`src/design/lzw_code_decoder_top_assert.svh`:
```
// ----------------------------------------------------------------------------
// LZW code decoder assertion macros
// Shared concurrent assertion forms for the decoder top level. Defining
// NO_ASSERTIONS leaves every use empty.
// ----------------------------------------------------------------------------
`ifndef LZW_CODE_DECODER_TOP_ASSERT_SVH
`define LZW_CODE_DECODER_TOP_ASSERT_SVH

`ifndef NO_ASSERTIONS

// A condition that holds at every clock edge out of reset.
`define LZWD_ASSERT_HOLDS(label, clk, rst, cond) \
   label: assert property (@(posedge clk) disable iff (rst) (cond)) \
      else $error("lzw_code_decoder: invariant violated");

// A condition that implies another in the same cycle.
`define LZWD_ASSERT_IMPLIES(label, clk, rst, ante, cons) \
   label: assert property (@(posedge clk) disable iff (rst) (ante) |-> (cons)) \
      else $error("lzw_code_decoder: implication violated");

`else

`define LZWD_ASSERT_HOLDS(label, clk, rst, cond)
`define LZWD_ASSERT_IMPLIES(label, clk, rst, ante, cons)

`endif

`endif

```
`src/design/lzwd_pkg.sv`:
```
// ----------------------------------------------------------------------------
// LZW code decoder package
// Widths, codes, channel structs and small helper functions shared by the
// decoder modules.
// ----------------------------------------------------------------------------
`timescale 1ns / 1ps
`default_nettype none

package lzwd_pkg;

   // Dictionary geometry.
   localparam int MAX_CODE_BITS = 12;
   localparam int CODE_W        = MAX_CODE_BITS;
   localparam int TABLE_DEPTH   = 1 << MAX_CODE_BITS;
   localparam int COUNT_W       = MAX_CODE_BITS + 1;
   localparam int BYTE_W        = 8;
   localparam int SIZE_W        = 4;
   localparam int CSR_INDEX_W   = 2;

   // Register reset values and limits.
   localparam logic [SIZE_W-1:0] MIN_CODE_SIZE_RESET = 4'd8;
   localparam logic [SIZE_W-1:0] MAX_CODE_SIZE_RESET = 4'd12;
   localparam logic [SIZE_W-1:0] MIN_ROOT_BITS       = 4'd2;
   localparam logic [SIZE_W-1:0] MAX_ROOT_BITS       = 4'd8;
   localparam logic [SIZE_W-1:0] CODE_BITS_LIMIT     = SIZE_W'(MAX_CODE_BITS);

   // Register indexes.
   localparam logic [CSR_INDEX_W-1:0] CSR_MIN_CODE_SIZE = 2'd0;
   localparam logic [CSR_INDEX_W-1:0] CSR_MAX_CODE_SIZE = 2'd1;
   localparam logic [CSR_INDEX_W-1:0] CSR_EARLY_CHANGE  = 2'd2;

   // Item operations.
   localparam logic OP_PUSH = 1'b0;
   localparam logic OP_PULL = 1'b1;

   typedef enum logic [2:0] {
      STATUS_OK      = 3'd0,
      STATUS_CLEARED = 3'd1,
      STATUS_END     = 3'd2,
      STATUS_BEYOND  = 3'd3,
      STATUS_FULL    = 3'd4,
      STATUS_BUSY    = 3'd5
   } status_type;

   typedef struct packed {
      logic              operation;
      logic [CODE_W-1:0] code;
   } req_type;

   typedef struct packed {
      status_type        status;
      logic [SIZE_W-1:0] code_width;
      logic [BYTE_W-1:0] data_byte;
      logic              byte_valid;
      logic              last_of_string;
   } rsp_type;

   // One write into the string buffer.
   typedef struct packed {
      logic              we;
      logic [CODE_W-1:0] addr;
      logic [BYTE_W-1:0] data;
   } buf_write_type;

   // Start of a prefix chain walk.
   typedef struct packed {
      logic              start;
      logic [CODE_W-1:0] code;
      logic              reserve_first;
   } walk_cmd_type;

   // End of a prefix chain walk.
   typedef struct packed {
      logic               done;
      logic [BYTE_W-1:0]  first_byte;
      logic [COUNT_W-1:0] length;
   } walk_result_type;

   // Root symbol bits, saturated to the legal range.
   function automatic logic [SIZE_W-1:0] eff_min(input logic [SIZE_W-1:0] m);
      logic [SIZE_W-1:0] r;
      r = m;
      if (m < MIN_ROOT_BITS) begin
         r = MIN_ROOT_BITS;
      end else if (m > MAX_ROOT_BITS) begin
         r = MAX_ROOT_BITS;
      end
      return r;
   endfunction

   // Largest code width, saturated between root bits plus one and the limit.
   function automatic logic [SIZE_W-1:0] eff_max(input logic [SIZE_W-1:0] m,
                                                 input logic [SIZE_W-1:0] mx);
      logic [SIZE_W-1:0] lo;
      logic [SIZE_W-1:0] r;
      lo = eff_min(m) + SIZE_W'(1);
      r  = mx;
      if (r < lo) begin
         r = lo;
      end
      if (r > CODE_BITS_LIMIT) begin
         r = CODE_BITS_LIMIT;
      end
      return r;
   endfunction

   // Clear code for a given number of root bits.
   function automatic logic [COUNT_W-1:0] clear_code(input logic [SIZE_W-1:0] root_bits);
      return COUNT_W'(1) << root_bits;
   endfunction

endpackage

`default_nettype wire

```
`src/design/lzwd_chain_walker.sv`:
```
// ----------------------------------------------------------------------------
// LZW decoder prefix chain walker
// Follows a code's prefix chain one dictionary entry per cycle and writes the
// string into the buffer last byte first. Reports the root byte and length.
// ----------------------------------------------------------------------------
`timescale 1ns / 1ps
`default_nettype none

module lzwd_chain_walker
   import lzwd_pkg::*;
(
   input  wire logic               clock,
   input  wire logic               reset,
   input  wire walk_cmd_type       cmd,
   input  wire logic [COUNT_W-1:0] clear_code_value,
   input  wire logic [CODE_W-1:0]  prefix_rd,
   input  wire logic [BYTE_W-1:0]  suffix_rd,
   output logic      [CODE_W-1:0]  rd_addr,
   output buf_write_type           buf_wr,
   output walk_result_type         result
);

   typedef enum logic {
      WK_IDLE,
      WK_STEP
   } walk_state_type;

   walk_state_type     state_ff, state_in;
   logic [CODE_W-1:0]  code_ff, code_in;
   logic [COUNT_W-1:0] pos_ff, pos_in;
   logic               done_ff, done_in;
   logic [BYTE_W-1:0]  first_ff, first_in;
   logic [COUNT_W-1:0] length_ff, length_in;
   logic               interior;

   // A code at or above the clear code still has a prefix to follow.
   assign interior = {1'b0, code_ff} >= clear_code_value;

   // One chain step per cycle; the dictionary read for the next code is
   // issued in the same cycle so its data is ready for the following step.
   always_comb begin
      state_in  = state_ff;
      code_in   = code_ff;
      pos_in    = pos_ff;
      done_in   = 1'b0;
      first_in  = first_ff;
      length_in = length_ff;
      buf_wr    = '0;
      unique case (state_ff)
         WK_IDLE: begin
            if (cmd.start) begin
               code_in  = cmd.code;
               pos_in   = cmd.reserve_first ? COUNT_W'(1) : '0;
               state_in = WK_STEP;
            end
         end
         WK_STEP: begin
            buf_wr.we   = 1'b1;
            buf_wr.addr = pos_ff[CODE_W-1:0];
            if (interior) begin
               buf_wr.data = suffix_rd;
               code_in     = prefix_rd;
               pos_in      = pos_ff + COUNT_W'(1);
            end else begin
               buf_wr.data = code_ff[BYTE_W-1:0];
               first_in    = code_ff[BYTE_W-1:0];
               length_in   = pos_ff + COUNT_W'(1);
               done_in     = 1'b1;
               state_in    = WK_IDLE;
            end
         end
      endcase
   end

   assign rd_addr           = code_in;
   assign result.done       = done_ff;
   assign result.first_byte = first_ff;
   assign result.length     = length_ff;

   // State and registered results.
   always_ff @(posedge clock) begin
      if (reset) begin
         state_ff <= WK_IDLE;
         done_ff  <= 1'b0;
      end else begin
         state_ff <= state_in;
         done_ff  <= done_in;
      end
      code_ff   <= code_in;
      pos_ff    <= pos_in;
      first_ff  <= first_in;
      length_ff <= length_in;
   end

endmodule

`default_nettype wire

```
`config.mk`:
```
export PLATFORM = sky130hd
export DESIGN_NAME = lzwd_chain_walker
export DESIGN_NICKNAME = d
export VERILOG_FILES = /design/src/design/lzw_code_decoder_top_assert.svh /design/src/design/lzwd_pkg.sv /design/src/design/lzwd_chain_walker.sv
export SDC_FILE = /design/constraint.sdc
export NUM_CORES = 1
export LEC_CHECK = 0
export BUFFER_PORTS_ARGS = -buffer_cell sky130_fd_sc_hd__buf_4
export CAP_MARGIN = 15
export CORE_MARGIN = 5
export CORE_UTILIZATION = 49
export DETAILED_ROUTE_END_ITERATION = 12
export PLACE_DENSITY = 0.8
export SLEW_MARGIN = 20
export SYNTH_ARGS = -nofsm -noshare
export SYNTH_HDL_FRONTEND = slang
export SYNTH_SLANG_ARGS = --single-unit
```
`constraint.sdc`:
```
create_clock -name clock -period 3.9 [get_ports clock]
set_input_delay 0.39 -clock clock [delete_from_list [all_inputs] [get_ports clock]]
set_output_delay 0.39 -clock clock [all_outputs]
set_load 0.01 [all_outputs]
```
-- Word-level counts from Yosys, hierarchy flattened
Index checks and enable logic that the tools add are counted.
- bits in registers: 48
- logic and storage cells: 28
- $add $sub $neg: 1
- $lt $le $gt $ge: 1
- equality and inequality tests: 2
- muxes and demuxes: 13
- bitwise logic cells: 2
- reductions and logical operators: 3
- operators with widths (operator ; count):
    $mux 13 ; 2
    $pmux 13 s2 ; 1
    $mux 12 ; 2
    $pmux 12 s2 ; 1
    $mux 21 ; 1
    $add 13x1->13 const B ; 1
    $ge 12x13->1 ; 1
    $mux 8 ; 1
    $mux 1 ; 4
    $reduce_and 2->1 ; 2
    $ne 2x1->1 const B ; 1
    $ne 2x2->1 const B ; 1
    $not 1->1 ; 2
    $pmux 1 s2 ; 1
    $reduce_or 2->1 ; 1

-- Logic depth before layout (Yosys ltp)
- word-level depth: 3
- gate-level depth with buffers: 8
- gate-level depth less buffers: 7

-- Worst setup path after synthesis
Ideal clock, no wire load.
- path kind: input -> register
- start: input clear_code_value[4]
- end: register pos_ff[0] (enable)
- arrival time: 2.638 ns
- path slack: 0.885 ns
- stages on the path: 7
- path through: inv_1 ha_1 a211oi_2 o21ai_1 a41o_1 nor3_2 nor2_1
- word-level cells in the longest chain between the ends: 3
- RTL lines (what ; RTL line ; source):
    start: declaration ; lzwd_chain_walker.sv:15 ; input wire logic [COUNT_W-1:0] clear_code_value,
    $ge 12x13->1 ; lzwd_chain_walker.sv:37 ; assign interior = {1'b0, code_ff} >= clear_code_value;
    $ne 2x1->1 (no source line) ; n/a ;
    $reduce_and 2->1 (no source line) ; n/a ;
    end signal: assignment ; lzwd_chain_walker.sv:90 ; pos_ff <= pos_in;
    end: declaration ; lzwd_chain_walker.sv:30 ; logic [COUNT_W-1:0] pos_ff, pos_in;
Every way passes these cells.
A chain may end at the register's enable or synchronous reset.

-- Worst setup path in the final report
- start: register code_ff[0]
- end: output rd_addr[0]
- word-level cells in the longest chain between the ends: 3
- elaborated cells on any way between the ends: 4
- those cells by class: order compare: 1; mux: 3
- RTL lines (what ; RTL line ; source):
    start: declaration ; lzwd_chain_walker.sv:29 ; logic [CODE_W-1:0] code_ff, code_in;
    start signal: assignment ; lzwd_chain_walker.sv:89 ; code_ff <= code_in;
    $ge 12x13->1 ; lzwd_chain_walker.sv:37 ;
    $mux 12 ; lzwd_chain_walker.sv:60 ; if (interior) begin
    $pmux 12 s2 * ; lzwd_chain_walker.sv:49 ; unique case (state_ff)
    end: declaration ; lzwd_chain_walker.sv:18 ; output logic [CODE_W-1:0] rd_addr,
Every way passes the cells marked *; elsewhere a longest branch is shown, timed or not.

==> impl_metrics.py <==
metrics = {
    "critical_path": {
        "required_ns": 3.51,
        "r2r_end": "length_ff[5]",
        "crit_fanout": 12,
        "endpoint_kind": "output pin",
        "crit_type": "reg2out",
        "crit_start": "code_ff[0]",
        "r2r_setup_slack_ns": 1.10,
        "startpoint_type": "register",
        "crit_arrival_ns": 2.70,
        "crit_end": "rd_addr[0]",
        "reg2reg_from": "code_ff[0]",
        "reg2reg_depth": 7,
    },
    "power": {
        "seqPwrFrac": 0.469,
        "p_leak_nw": 1.56,
        "p_per_area_mw_per_mm2": 428,
        "net-switching-power_w": 0.000483,
        "finalPower_w": 0.00151,
        "peakVddDrop_uv": 226,
        "p_comb_frac": 0.326,
        "power_frac_clock": 0.205,
        "p_int_w": 0.00103,
        "p_sw_frac": 0.320,
    },
    "drt": {
        "wl_per_cell_microns": 15.9,
        "first_iter_violations": 143,
        "vias": 2178,
        "antenna_left": 0,
        "drc": 0,
        "routed_wirelength_microns": 6520,
        "via_per_inst": 5.33,
        "first_pass_iters": 4,
    },
    "logic_synthesis": {
        "seq_area_frac_synth": 0.496,
        "ys_types": 39,
        "synth_warnings": 0,
        "syn_inst": 240,
        "ys_ff_latch": 48,
        "yosysTopAreaCellShare": 0.389,
        "synth_most_common_cell": "edfxtp_1",
        "synth-edff-count": 34,
        "ys_dominant_reg_cell": "edfxtp_1",
        "avgSynthCellArea_sq_um": 10.9,
        "async_flop_share": 0,
        "synth_area_sq_mm": 0.00262,
        "synth_common_cells": "34 x edfxtp_1, 23 x and2_1, 21 x o21ai_1",
        "synth_top_area_cell": "edfxtp_1",
        "synthTopCellsByArea": "edfxtp_1 39%, dfxtp_1 11%, ha_1 6.2%",
        "synth_nets": 302,
    },
    "global_route": {
        "grt_pass1_wl_microns": 10500,
        "grtUsageTotal": 0.188,
        "antenna_found_initial": 0,
        "grt_max_degree": 49,
        "grt_busiest_layer": "met2",
        "grt_util_met1": 0.218,
        "grt_pass1_vias": 2143,
        "gr-total-overflow": 0,
        "grt_util_met3": 0.0545,
        "met2_usage": 0.327,
    },
    "run": {
        "cap_viol_max_count": 0,
    },
    "clock_tree": {
        "cts_buffer_depth": 2,
        "clkSinkCount": 48,
        "cts_resized": 0,
        "cts_made_buffers": 5,
        "root_buffer": "clkbuf_8",
        "cts-htree-levels": 2,
        "holdBufCountCts": 0,
        "clk_transition_reported_paths_ns": 0.09,
        "clk_latency_ns": 0.30,
        "cts_setup_buffers": 0,
        "cts_tree": "yes",
    },
    "timing": {
        "max_freq_mhz": 324,
        "finalCritPeriodShare": 0.792,
        "rsz0062_at_grt": "false",
        "setup_viol": 0,
        "worst_slew_pin_slew_ns": 0.825,
        "slew_viol_final": 0,
        "fin_tns_setup_ns": 0,
        "clock-skew-final_ns": 0.0116,
        "hold_viol": 0,
        "relSlewSlack": 0.450,
        "min_period_ns": 3.09,
    },
    "floorplanning": {
        "die_w_microns": 83.2,
        "start_util": 0.510,
        "dieArea_sq_mm": 0.00691,
        "core_sq_mm": 0.00514,
        "rows": 26,
        "ios": 104,
        "die_h_microns": 83.2,
    },
    "final_layout": {
        "area_growth_pct": 34.4,
        "nNetsFinal": 400,
        "seqCellArea_sq_mm": 0.00130,
        "diodes": 0,
        "layout-drive-gt1-share": 0.392,
        "fill_cells": 424,
        "multi_input_area_sq_mm": 0.00118,
    },
    "place": {
        "dp_hpwl_microns": 5040,
        "gp_congestion": 0.926,
        "port_buffers": 103,
    },
    "worst_hold_path": {
        "hold_class": "in2reg",
        "min_path_cells": 2,
    },
    "status": {
        "status": "finished clean",
    },
}
worst max-delay path, cell delays in order, from the launching register on:
cell	delay, ns
dfxtp_1	0.38
inv_1	0.08
ha_1	0.27
nor3b_1	0.22
o21ai_1	0.15
a41oi_2	0.63
nand3_1	0.18
a31oi_1	0.31
buf_4	0.18
flip-flops by register name (all words and copies together), names as in the netlist:
| register | cells |
|---|---|
| length_ff | 13 |
| pos_ff | 13 |
| code_ff | 12 |
| first_ff | 8 |
| done_ff | 1 |
| state_ff | 1 |
layout by cell type (no fill, tap or decap), types with 8 or more instances in the layout:
master    synthesis  routed
nand3_1          10      10
dfxtp_1          14      14
and2_1           23      23
o21ai_1          21      21
inv_1            14      14
ha_1             13      13
nor2b_1          11      11
a21oi_1           8       8
buf_4             5     107
a31oi_1          12      12
a211oi_1         13      13
edfxtp_1         34      34
metrics by stage:
| step | worst slack, ns | instance area (sq um) | instances | hold WS [ns] | utilization |
|---|---|---|---|---|---|
| 2_1_floorplan | 0.885 | 2620 | 240 | 0.430 | - |
| 3_3_place_gp | 1.06 | 3430 | 401 | 0.461 | 0.667 |
| 3_5_place_dp | 1.03 | 3430 | 401 | 0.480 | 0.667 |
| 4_1_cts | 0.818 | 3520 | 409 | 0.266 | 0.686 |
| 5_1_grt | 0.642 | 3520 | 409 | 0.267 | 0.686 |
| 6_report | 0.810 | 3520 | 409 | 0.272 | 0.686 |
cell type report:
class,count,area share
clock buffer,6,0.0234
timing repair buffer,107,0.228
clock inverter,2,0.00390
tap,70,0.0248
sequential,48,0.369
multi-input combinational,162,0.336
inverter,14,0.0149
power by group through the flow:
stage / logic (W) / clock network [W] / registers [W]
after global placement: 0.000484 / 0 / 0.000717
final: 0.000491 / 0.000309 / 0.000707
after CTS: 0.000496 / 0.000313 / 0.000707
after detailed placement: 0.000494 / 0 / 0.000718
after floorplan: 0.000276 / 0 / 0.000716
after global routing: 0.000541 / 0.000338 / 0.000717
worst min-delay path by stage:
stage	from	end
after floorplan	code_ff[0]	first_ff[0]
after detailed placement	code_ff[0]	first_ff[0]
after CTS	reset	state_ff
after global routing	reset	done_ff
final	reset	state_ff
after global placement	code_ff[0]	first_ff[0]
kinds of logic after synthesis:
group	synth area share
adders and majority gates	0.0620
muxes	0.00429
AOI/OAI and AO/OA	0.150
xor gates and xnor gates	0.0453
and+or+nand+nor	0.187
buffers and inverters	0.0549
DFF	0.496
layer usage:
layer / vias to the layer above / wire (microns) / share of wire
li1: 1083 / - / -
met1: 1004 / 2570 / 0.39
met2: 81 / 3300 / 0.51
met3: 10 / 493 / 0.076
met4: 0 / 153 / 0.023
met5: - / 0 / 0
Power figures use the tool's default switching activity.
